## src/hdl/keypad_numeric_entry_assert.svh

```systemverilog
// assertion macros for the keypad numeric entry block
// used by kne_entry, no other dependencies
`ifndef KEYPAD_NUMERIC_ENTRY_ASSERT_SVH
`define KEYPAD_NUMERIC_ENTRY_ASSERT_SVH
`ifndef SYNTHESIS
`define KNE_ASSERT(label, clk, rst, prop, msg) \
   label: assert property (@(posedge clk) disable iff (rst) prop) else $error(msg);
`define KNE_ASSERT_NR(label, clk, prop, msg) \
   label: assert property (@(posedge clk) prop) else $error(msg);
`else
`define KNE_ASSERT(label, clk, rst, prop, msg)
`define KNE_ASSERT_NR(label, clk, prop, msg)
`endif
`endif

```

## src/hdl/kne_pkg.sv

```systemverilog
// shared types, constants and key layout for the keypad numeric entry block
// no dependencies
package kne_pkg;

   localparam int          MAX_KEYS_DEF    = 15;
   localparam logic [15:0] REPEAT_RESET    = 16'd1000;
   localparam logic [30:0] VALUE_MAX       = 31'h7FFF_FFFF;
   localparam logic [4:0]  NO_KEY          = 5'd16;

   localparam logic [6:0]  CH_HASH = 7'h23;
   localparam logic [6:0]  CH_D    = 7'h44;
   localparam logic [6:0]  CH_0    = 7'h30;
   localparam logic [6:0]  CH_9    = 7'h39;

   typedef enum logic [2:0] {
      EV_NONE      = 3'd0,
      EV_APPENDED  = 3'd1,
      EV_CLEARED   = 3'd2,
      EV_COMMITTED = 3'd3,
      EV_REJECTED  = 3'd4,
      EV_DROPPED   = 3'd5
   } event_type;

   typedef struct packed {
      logic       hit;
      logic [3:0] code;
      logic [6:0] ch;
   } key_type;

   function automatic logic [6:0] layout_char(input logic [3:0] code);
      logic [6:0] ch;
      unique case (code)
         4'd0:  ch = 7'h2A;
         4'd1:  ch = 7'h30;
         4'd2:  ch = 7'h23;
         4'd3:  ch = 7'h44;
         4'd4:  ch = 7'h37;
         4'd5:  ch = 7'h38;
         4'd6:  ch = 7'h39;
         4'd7:  ch = 7'h43;
         4'd8:  ch = 7'h34;
         4'd9:  ch = 7'h35;
         4'd10: ch = 7'h36;
         4'd11: ch = 7'h42;
         4'd12: ch = 7'h31;
         4'd13: ch = 7'h32;
         4'd14: ch = 7'h33;
         default: ch = 7'h41;
      endcase
      return ch;
   endfunction

endpackage

```

## src/hdl/keypad_numeric_entry.sv

```systemverilog
// keypad numeric entry top level: handshakes, input register, repeat register
// depends on kne_pkg, kne_decode and kne_entry
//
// usage
//   req channel: one matrix scan word (req_key_data, active low, low byte
//   columns, high byte rows) with its millisecond tick (req_time_ms).
//   rsp channel: one result per transfer, event code, decoded key character,
//   committed value and keys held in the entry.
//   csr port: csr_wr_en writes csr_wr_data into the hold-repeat interval.
//   a request passes through the input register, then through decode and
//   entry update into the result register that drives rsp_valid.
//   throughput is one item per cycle while the receiver does not stall;
//   the entry state is updated in the same cycle as the result register is
//   loaded. when the receiver stalls the result holds and one further item
//   waits in the input register; after that req_stall rises.
//   synchronous reset empties both registers, clears the entry, forgets the
//   last key and sets the interval to 1000 ms.
module keypad_numeric_entry import kne_pkg::*; #(
   parameter int MAX_KEYS = MAX_KEYS_DEF
) (
   input  logic        clock,
   input  logic        reset,
   input  logic        req_valid,
   output logic        req_stall,
   input  logic [15:0] req_key_data,
   input  logic [31:0] req_time_ms,
   output logic        rsp_valid,
   input  logic        rsp_stall,
   output logic [2:0]  rsp_event_res,
   output logic [6:0]  rsp_key_char,
   output logic [30:0] rsp_value,
   output logic [3:0]  rsp_key_count,
   input  logic        csr_wr_en,
   input  logic [15:0] csr_wr_data
);

   logic        in_valid_ff, in_valid_in;
   logic        out_valid_ff, out_valid_in;
   logic [3:0]  col_ff;
   logic [3:0]  row_ff;
   logic [31:0] time_ff;
   logic [15:0] interval_ff;

   logic        out_free;
   logic        advance;
   logic        take;
   key_type     key;
   event_type   event_res;

   assign out_free  = !out_valid_ff || !rsp_stall;
   assign advance   = in_valid_ff && out_free;
   assign req_stall = in_valid_ff && !out_free;
   assign take      = req_valid && !req_stall;

   always_comb begin
      in_valid_in = in_valid_ff;
      if (take) begin
         in_valid_in = 1'b1;
      end else if (advance) begin
         in_valid_in = 1'b0;
      end
      out_valid_in = out_valid_ff;
      if (advance) begin
         out_valid_in = 1'b1;
      end else if (!rsp_stall) begin
         out_valid_in = 1'b0;
      end
   end

   always_ff @(posedge clock) begin
      if (reset) begin
         in_valid_ff  <= 1'b0;
         out_valid_ff <= 1'b0;
         interval_ff  <= REPEAT_RESET;
      end else begin
         in_valid_ff  <= in_valid_in;
         out_valid_ff <= out_valid_in;
         if (csr_wr_en) begin
            interval_ff <= csr_wr_data;
         end
      end
   end

   always_ff @(posedge clock) begin
      if (take) begin
         col_ff  <= req_key_data[3:0];
         row_ff  <= req_key_data[11:8];
         time_ff <= req_time_ms;
      end
   end

   kne_decode u_decode (
      .col_bits (col_ff),
      .row_bits (row_ff),
      .key      (key)
   );

   kne_entry #(
      .MAX_KEYS (MAX_KEYS)
   ) u_entry (
      .clock     (clock),
      .reset     (reset),
      .load      (advance),
      .key       (key),
      .now       (time_ff),
      .interval  (interval_ff),
      .event_res (event_res),
      .key_char  (rsp_key_char),
      .value     (rsp_value),
      .key_count (rsp_key_count)
   );

   assign rsp_valid     = out_valid_ff;
   assign rsp_event_res = event_res;

endmodule

```

## src/hdl/kne_decode.sv

```systemverilog
// matrix word decode: lowest active-low column and row, layout lookup
// depends on kne_pkg
module kne_decode import kne_pkg::*; (
   input  logic [3:0] col_bits,
   input  logic [3:0] row_bits,
   output key_type    key
);

   logic [1:0] col_idx;
   logic [1:0] row_idx;

   always_comb begin
      col_idx = 2'd0;
      row_idx = 2'd0;
      for (int i = 3; i >= 0; i--) begin
         if (!col_bits[i]) begin
            col_idx = 2'(i);
         end
         if (!row_bits[i]) begin
            row_idx = 2'(i);
         end
      end
      key.hit  = (col_bits != 4'hF) && (row_bits != 4'hF);
      key.code = {row_idx, col_idx};
      key.ch   = key.hit ? layout_char({row_idx, col_idx}) : 7'd0;
   end

endmodule

```

## src/hdl/kne_entry.sv

```systemverilog
// entry state, repeat timing, decimal accumulator and result register
// depends on kne_pkg and keypad_numeric_entry_assert.svh
`include "keypad_numeric_entry_assert.svh"
module kne_entry import kne_pkg::*; #(
   parameter int MAX_KEYS = MAX_KEYS_DEF
) (
   input  logic        clock,
   input  logic        reset,
   input  logic        load,
   input  key_type     key,
   input  logic [31:0] now,
   input  logic [15:0] interval,
   output event_type   event_res,
   output logic [6:0]  key_char,
   output logic [30:0] value,
   output logic [3:0]  key_count
);

   localparam int CW = $clog2(MAX_KEYS + 1);

   logic [4:0]    last_key_ff, last_key_in;
   logic [31:0]   stamp_ff, stamp_in;
   logic [CW-1:0] count_ff, count_in;
   logic [30:0]   value_ff, value_in;
   logic          nondigit_ff, nondigit_in;

   event_type     ev_in;
   logic [30:0]   val_in;
   logic          try_append;
   logic          is_digit;
   logic [31:0]   elapsed;
   logic [34:0]   scaled;
   logic [CW+3:0] count_ext;

   event_type     event_ff;
   logic [6:0]    char_ff;
   logic [30:0]   val_ff;
   logic [3:0]    kcount_ff;

   always_comb begin
      last_key_in = last_key_ff;
      stamp_in    = stamp_ff;
      count_in    = count_ff;
      value_in    = value_ff;
      nondigit_in = nondigit_ff;
      ev_in       = EV_NONE;
      val_in      = '0;
      try_append  = 1'b0;
      is_digit    = (key.ch >= CH_0) && (key.ch <= CH_9);
      elapsed     = now - stamp_ff;
      scaled      = ({4'b0, value_ff} << 3) + ({4'b0, value_ff} << 1)
                    + {31'b0, key.ch[3:0]};
      if (key.hit) begin
         last_key_in = {1'b0, key.code};
         if (key.ch == CH_HASH) begin
            ev_in       = nondigit_ff ? EV_REJECTED : EV_COMMITTED;
            val_in      = nondigit_ff ? 31'd0 : value_ff;
            count_in    = '0;
            value_in    = '0;
            nondigit_in = 1'b0;
         end else if (key.ch == CH_D) begin
            ev_in       = EV_CLEARED;
            count_in    = '0;
            value_in    = '0;
            nondigit_in = 1'b0;
         end else if ({1'b0, key.code} == last_key_ff) begin
            if (elapsed > {16'b0, interval}) begin
               try_append = 1'b1;
               stamp_in   = now;
            end
         end else begin
            try_append = 1'b1;
         end
         if (try_append) begin
            if (count_ff >= CW'(MAX_KEYS)) begin
               ev_in = EV_DROPPED;
            end else begin
               ev_in    = EV_APPENDED;
               count_in = count_ff + 1'b1;
               if (is_digit) begin
                  value_in = (scaled > {4'b0, VALUE_MAX}) ? VALUE_MAX : scaled[30:0];
               end else begin
                  nondigit_in = 1'b1;
               end
            end
         end
      end
      count_ext = {4'b0, count_in};
   end

   always_ff @(posedge clock) begin
      if (reset) begin
         last_key_ff <= NO_KEY;
         stamp_ff    <= '0;
         count_ff    <= '0;
         value_ff    <= '0;
         nondigit_ff <= 1'b0;
      end else if (load) begin
         last_key_ff <= last_key_in;
         stamp_ff    <= stamp_in;
         count_ff    <= count_in;
         value_ff    <= value_in;
         nondigit_ff <= nondigit_in;
      end
   end

   always_ff @(posedge clock) begin
      if (load) begin
         event_ff  <= ev_in;
         char_ff   <= key.ch;
         val_ff    <= val_in;
         kcount_ff <= count_ext[3:0];
      end
   end

   assign event_res = event_ff;
   assign key_char  = char_ff;
   assign value     = val_ff;
   assign key_count = kcount_ff;

   `KNE_ASSERT(a_clear_empties, clock, reset, load && (ev_in == EV_COMMITTED || ev_in == EV_REJECTED || ev_in == EV_CLEARED) |=> count_ff == '0 && value_ff == '0 && !nondigit_ff, "entry not empty after commit or clear")
   `KNE_ASSERT(a_append_counts, clock, reset, load && ev_in == EV_APPENDED |=> count_ff == $past(count_ff) + 1'b1, "append did not advance key count")
   `KNE_ASSERT(a_drop_holds, clock, reset, load && ev_in == EV_DROPPED |=> count_ff == CW'(MAX_KEYS) && $stable(value_ff) && $stable(nondigit_ff), "dropped key changed the entry")
   `KNE_ASSERT_NR(a_count_bound, clock, reset || count_ff <= CW'(MAX_KEYS), "key count above limit")

endmodule
```

## config.mk

```make
export PLATFORM = sky130hd
export DESIGN_NAME = keypad_numeric_entry
export DESIGN_NICKNAME = d
export VERILOG_FILES = /design/src/hdl/kne_pkg.sv /design/src/hdl/keypad_numeric_entry.sv /design/src/hdl/kne_decode.sv /design/src/hdl/kne_entry.sv
export VERILOG_INCLUDE_DIRS = /design/src /design/src/hdl
export SDC_FILE = /design/constraint.sdc
export NUM_CORES = 1
export LEC_CHECK = 0
export BUFFER_PORTS_ARGS = -buffer_cell sky130_fd_sc_hd__buf_4
export CORE_MARGIN = 1
export CORE_UTILIZATION = 55
export CTS_CLUSTER_SIZE = 16
export DETAILED_ROUTE_END_ITERATION = 8
export PLACE_DENSITY = 0.85
export SYNTH_ARGS = -nofsm -noshare
export SYNTH_HDL_FRONTEND = slang
export SYNTH_SLANG_ARGS = --single-unit
export TNS_END_PERCENT = 1
```

## constraint.sdc

```tcl
create_clock -name clock -period 12.5 [get_ports clock]
set_clock_uncertainty 0.1 [all_clocks]
set_input_delay 0.625 -clock clock [delete_from_list [all_inputs] [get_ports clock]]
set_output_delay 0.625 -clock clock [all_outputs]
set_load 0.02 [all_outputs]
```

; Word-level counts from Yosys, hierarchy flattened
; Memory sizes are Yosys's and may differ from the RTL's.
; Cells that the tools add are included.
[op_classes]
n_reduce_logical = 14
eq_ne = 6
bitwise = 3
addsub = 4
magnitude_cmp = 5
muxes = 39
[op_table]
columns = operator, count
row1 = 2-to-1 mux 31 bit, 6
row2 = adder 34 x 32 -> 35 bit, 1
row3 = adder 35 x 4 -> 35 bit, 1
row4 = greater-than comparator 35 x 31 -> 1 bit (second input constant), 1
row5 = greater-than comparator 32 x 16 -> 1 bit, 1
row6 = subtractor 32 bit, 1
row7 = 2-to-1 mux 4 bit, 5
row8 = 2-to-1 mux 2 bit, 9
row9 = 2-to-1 mux 1 bit, 14
row10 = 2-to-1 mux 3 bit, 4
row11 = inequality test 4 bit (second input constant), 2
row12 = equality test 7 x 6 -> 1 bit (second input constant), 1
row13 = equality test 7 bit (second input constant), 1
row14 = >= comparator 7 x 6 -> 1 bit (second input constant), 1
row15 = less-or-equal comparator 7 x 6 -> 1 bit (second input constant), 1
row16 = 2-to-1 mux 7 bit, 1
row17 = AND reduction 6 bit, 1
row18 = equality test 4 x 5 -> 1 bit, 1
row19 = logical AND 1 bit, 5
row20 = adder 4 x 1 -> 4 bit (second input constant), 1
row21 = >= comparator 4 bit (second input constant), 1
row22 = logical NOT 1 bit, 4
row23 = NOT 1 bit, 3
row24 = OR reduction 3 bit, 1
row25 = 4 further kinds, 4
[word_totals]
out_inout_bits = 47
rom_bits = 112
regBits = 176
n_memories = 1
word_cells = 87
[memory_table]
columns = memory, words, width, read_ports, rd_ports_with_merged_regs, write_ports, line
row1 = (name not given), 16, 7, 1, 0, 0, kne_pkg.sv:32  ; unique case (code)

; Depth between registers and ports, before layout
; An unclocked memory read counts as a cell.
[depth]
word_depth = 12
mapped_depth = 25
depth_no_buf = 23

; Modules after synthesis
; Synthesis repeated with hierarchy kept, for this count alone.
[unflattened]
cells_unflattened = 1201
hier_area_um2 = 11395.9
[by_module_without_submodules]
columns = module, instances, cells_per_inst, area_per_inst_um2, seq_area_each_um2
row1 = kne_entry, 1, 1056, 9177.6, 2812.7
row2 = keypad_numeric_entry, 1, 102, 1876.8, 1561.5
row3 = kne_decode, 1, 43, 341.6, 0.0

; Worst setup path after synthesis
; No wires, ideal clock.
[synth_path]
kind = input-to-reg
startpoint = in rsp_stall
endpoint = reg u_entry.value_ff[5]
path_slack_ns = 6.284
cell_stages = 6
arrival_ns = 6.041
setup_ns = 0.075
path_buffers = 1
required_time_ns = 12.325
path_cell_list = a21boi_0 > nand2_1 > nor3_1 > nand2_2 > buf_4 > o22ai_1
[synth_via]
elab_chain_cells = 4
[synth_rtl]
columns = item, line
row1 = from (decl), keypad_numeric_entry.sv:28  ; input logic rsp_stall,
row2 = logical NOT 1 bit, n/a
row3 = logical OR 1 bit, keypad_numeric_entry.sv:50  ; assign out_free = !out_valid_ff || !rsp_stall;
row4 = logical AND 1 bit, keypad_numeric_entry.sv:51  ; assign advance = in_valid_ff && out_free;
row5 = AND reduction 2 bit (no source line), n/a
row6 = to (signal assigned), kne_entry.sv:102  ; value_ff <= value_in;
row7 = to (decl), kne_entry.sv:24  ; logic [30:0] value_ff, value_in;
; No other way between the ends.
; A chain may end at the register's enable or synchronous reset.

==> metrics.yaml <==
sta:
  setup-tns-final_ns: 0
  finalMaxSlewViolations: 0
  period_minus_slack_ns: 6.506
  worst_pin_slew_ns: 1.131
  hold_viol: 0
  finalSetupViolCount: 0
  max_freq_mhz: 153.7
  fin_crit_sh_pct: 52.05
  rsz0062_at_grt: "false"
  maxSlewHeadroom_pct: 24.46
  holdWs_ns: 0.2556
worst_setup_path:
  required_ns: 12.70
  cp.arrival_ns: 6.71
  start_kind: "flip-flop"
  critPathKind: "reg2reg"
  worstSetupEndpointType: "flip-flop"
  worst-path-max-fanout: 8
yosys:
  yosysWarnings: 0
  synth-compound-area-share_pct: 18.86
  synthCells: 1255
  synth-adder-area-share_pct: 12.91
  yosysUniqueCellTypes: 82
  ys_seq_area_share_pct: 38.00
  ys_ff_latch: 176
  syn-num-nets: 1441
  synth_xor_area_share_pct: 3.881
  synth-simple-area-share_pct: 17.20
  async_reset_ff_share_pct: 0
  avgSynthCellArea_um2: 9.171
  synth_edf_count: 85
  synth_mux_area_share_pct: 4.185
  synth_area_um2: 11510
  ys.flop_type: "dfxtp_1"
  synth_top_family_by_area: "compound AO/OA/AOI/OAI gates"
clocking:
  cts_setup_buffers: 0
  insertion_delay_ns: 0.44
  cts_tree: "yes"
  clock-sinks: 176
  clk_path_buf_depth: 2
  clkSlewWorstSetupHoldPaths_ns: 0.07
  cts_root_buf: "clkbuf_16"
  cts_buffers: 17
  cts_hold_buf: 0
  h-tree-depth: 4
  cts_resized: 0
detailed_routing:
  num_vias: 9543
  vias_per_cell: 5.898
  ant_nets: 0
  wire_per_inst_um: 16.42
  routed_wl_mm: 26.57
  drt_iter0_drc: 624
  drtPass1Iterations: 5
  route.detailed.drc: 0
final_layout:
  multiInputGateArea_um2: 6604
  synthToLayoutAreaGrowth_pct: 13.46
  register_area_um2: 4374
  nets: 1521
  utilization_pct: 64.13
  drive_gt1_share_pct: 12.39
  diodes: 0
  final.fill_count: 1621
grt:
  grt_max_degree: 57
  grtUsageTotal_pct: 25.06
  overflow: 0
  first_global_vias: 9301
  grt_pass1_wl_mm: 43.77
  antenna_found_initial: 0
pwr:
  seqPwrFrac_pct: 42.8
  p_leak_nw: 5.647
  intPower_mw: 1.066
  p_sw_mw: 0.4928
  p_comb_share_pct: 23.5
  powerDensity_nw_per_um2: 119.4
  swShare_pct: 31.62
  p_clk_share_pct: 33.6
  ir_drop_v: 0.00009345
flow_run:
  drv_cap: 0
die:
  rows: 52
  top_level_ports: 116
  core-area_um2: 20360
  die_x_um: 146.7
  die_area_um2: 21510
  die_h_um: 146.7
  start_util_pct: 56.52
placement:
  dp_hpwl_mm: 19.71
  port_buffers: 107
  gp_congestion: 0.9161
outcome:
  status: "finished clean"
hold_path:
  hold_class: "in2reg"
[registers in the layout, summed over array words and instances (netlist names)]
register	flops
in_valid_ff	1
u_entry.event_res	3
u_entry.value	31
row_ff	4
col_ff	4
u_entry.value_ff	31
u_entry.stamp_ff	32
u_entry.key_char	7
u_entry.key_count	4
interval_ff	16
u_entry.nondigit_ff	1
rsp_valid	1
time_ff	32
u_entry.last_key_ff	5
u_entry.count_ff	4
[placed cells by master (no fill, tap or decap), drive strengths merged, types with 12 or more instances in the layout]
cell / synthesis / final
a211oi: 22 / 22
a21o: 21 / 21
a21oi: 89 / 89
and2: 41 / 41
and3: 12 / 12
buf: 16 / 111
clkbuf: 34 / 17
dfxtp: 91 / 91
edfxtp: 85 / 85
ha: 114 / 114
inv: 90 / 98
mux2i: 47 / 47
nand2: 106 / 106
nand2b: 13 / 13
nand3: 25 / 25
nand4: 17 / 17
nor2: 110 / 110
nor3: 23 / 23
o211ai: 19 / 19
o21a: 12 / 12
o21ai: 55 / 55
o22ai: 18 / 18
xnor2: 31 / 31
xor2: 20 / 20
[worst max-delay path, cell delays in order, from the launching register on]
cell and delay (ns):
edfxtp_1 0.41, nand2b_1 0.17, a21boi_1 0.49, inv_1 0.14, ha_1 0.33, nand3b_1 0.08
a21boi_0 0.53, inv_1 0.19, fa_1 0.56, fa_1 0.48, nor2b_1 0.17, o2111ai_1 0.23
a211o_1 0.38, a2111oi_0 0.57, nor2_1 0.13, mux2i_1 0.16, or3_1 0.38, or3_1 0.46
nor4b_1 0.33, a211oi_1 0.07
[stage by stage]
stage	power [mW]	std cells	setup WS, ns	cell area, um2
after floorplan	0.9409	1255	6.284	11510
after global placement	1.026	1586	6.230	12490
after detailed placement	1.039	1586	6.071	12490
after CTS	1.560	1618	6.048	13060
after global routing	1.630	1618	5.584	13060
final	1.559	1618	5.994	13060
[per-layer routing]
layer,global-route usage [%],share of wire (%),routed length [um],vias to the layer above
li1,-,-,-,4761
met1,31.65,45,11920,4517
met4,8.698,1.5,404,0
met5,0,0,0,-
met2,43.77,50,13230,229
met3,3.375,3.8,1020,36
[worst paths after layout]
path | start | to | slack (ns) | cells after the start
worst min-delay path | req_time_ms[7] | time_ff[7] | 0.26 | 1
worst min register to register | u_entry.last_key_ff[4] | u_entry.last_key_ff[4] | 0.37 | 2
worst max register to register | col_ff[3] | u_entry.value_ff[26] | 5.99 | 19
worst max-delay path | col_ff[3] | u_entry.value_ff[26] | 5.99 | 19
[cells in the mapped netlist, drive strengths merged, types with 5 or more instances]
cell	n	area [um2]
a31oi	11	75.07
o21a	12	90.09
inv	90	337.8
a221o	11	110.1
a211oi	22	165.2
and4	6	52.55
clkbuf	34	127.6
nand2	106	400.4
xnor2	31	271.5
buf	16	105.1
nor3	23	115.1
nand2b	13	81.33
o21ai	55	275.3
xor2	20	175.2
o211ai	19	142.6
nand3	25	125.1
and2	41	259.0
a21oi	89	445.4
or4	6	52.55
o21bai	8	60.06
ha	114	1426
nor2b	7	43.79
and3	12	75.07
o22ai	18	118.9
dfxtp	91	1822
nand4	17	106.4
a2111oi	5	43.79
edfxtp	85	2552
a41oi	5	43.79
or3	7	43.79
a21o	21	157.7
mux2i	47	470.5
nor2	110	412.9
[layout make-up]
class / instances / area share, %
Sequential cell: 176 / 33.50
Clock inverter: 15 / 1.121
Clock buffer: 17 / 3.258
Timing Repair Buffer: 111 / 6.381
Multi-Input combinational cell: 939 / 50.57
Inverter: 90 / 2.587
Tap cell: 270 / 2.587
[power by group through the flow]
stage          clock [mW]  combinational (mW)  sequential [mW]
2_1_floorplan           0               0.262            0.679
3_3_place_gp            0               0.347            0.679
3_5_place_dp            0               0.359            0.680
4_1_cts             0.531               0.362            0.667
5_1_grt             0.553               0.406            0.672
6_report            0.524               0.367            0.668
[cell families after synthesis]
family | count (synthesis)
compound gates | 324
fa+ha+maj | 117
simple gates | 399
mux | 48
xor+xnor | 51
flops | 176
buf+inv | 140
Note: power is estimated with default switching activity, not from simulation.
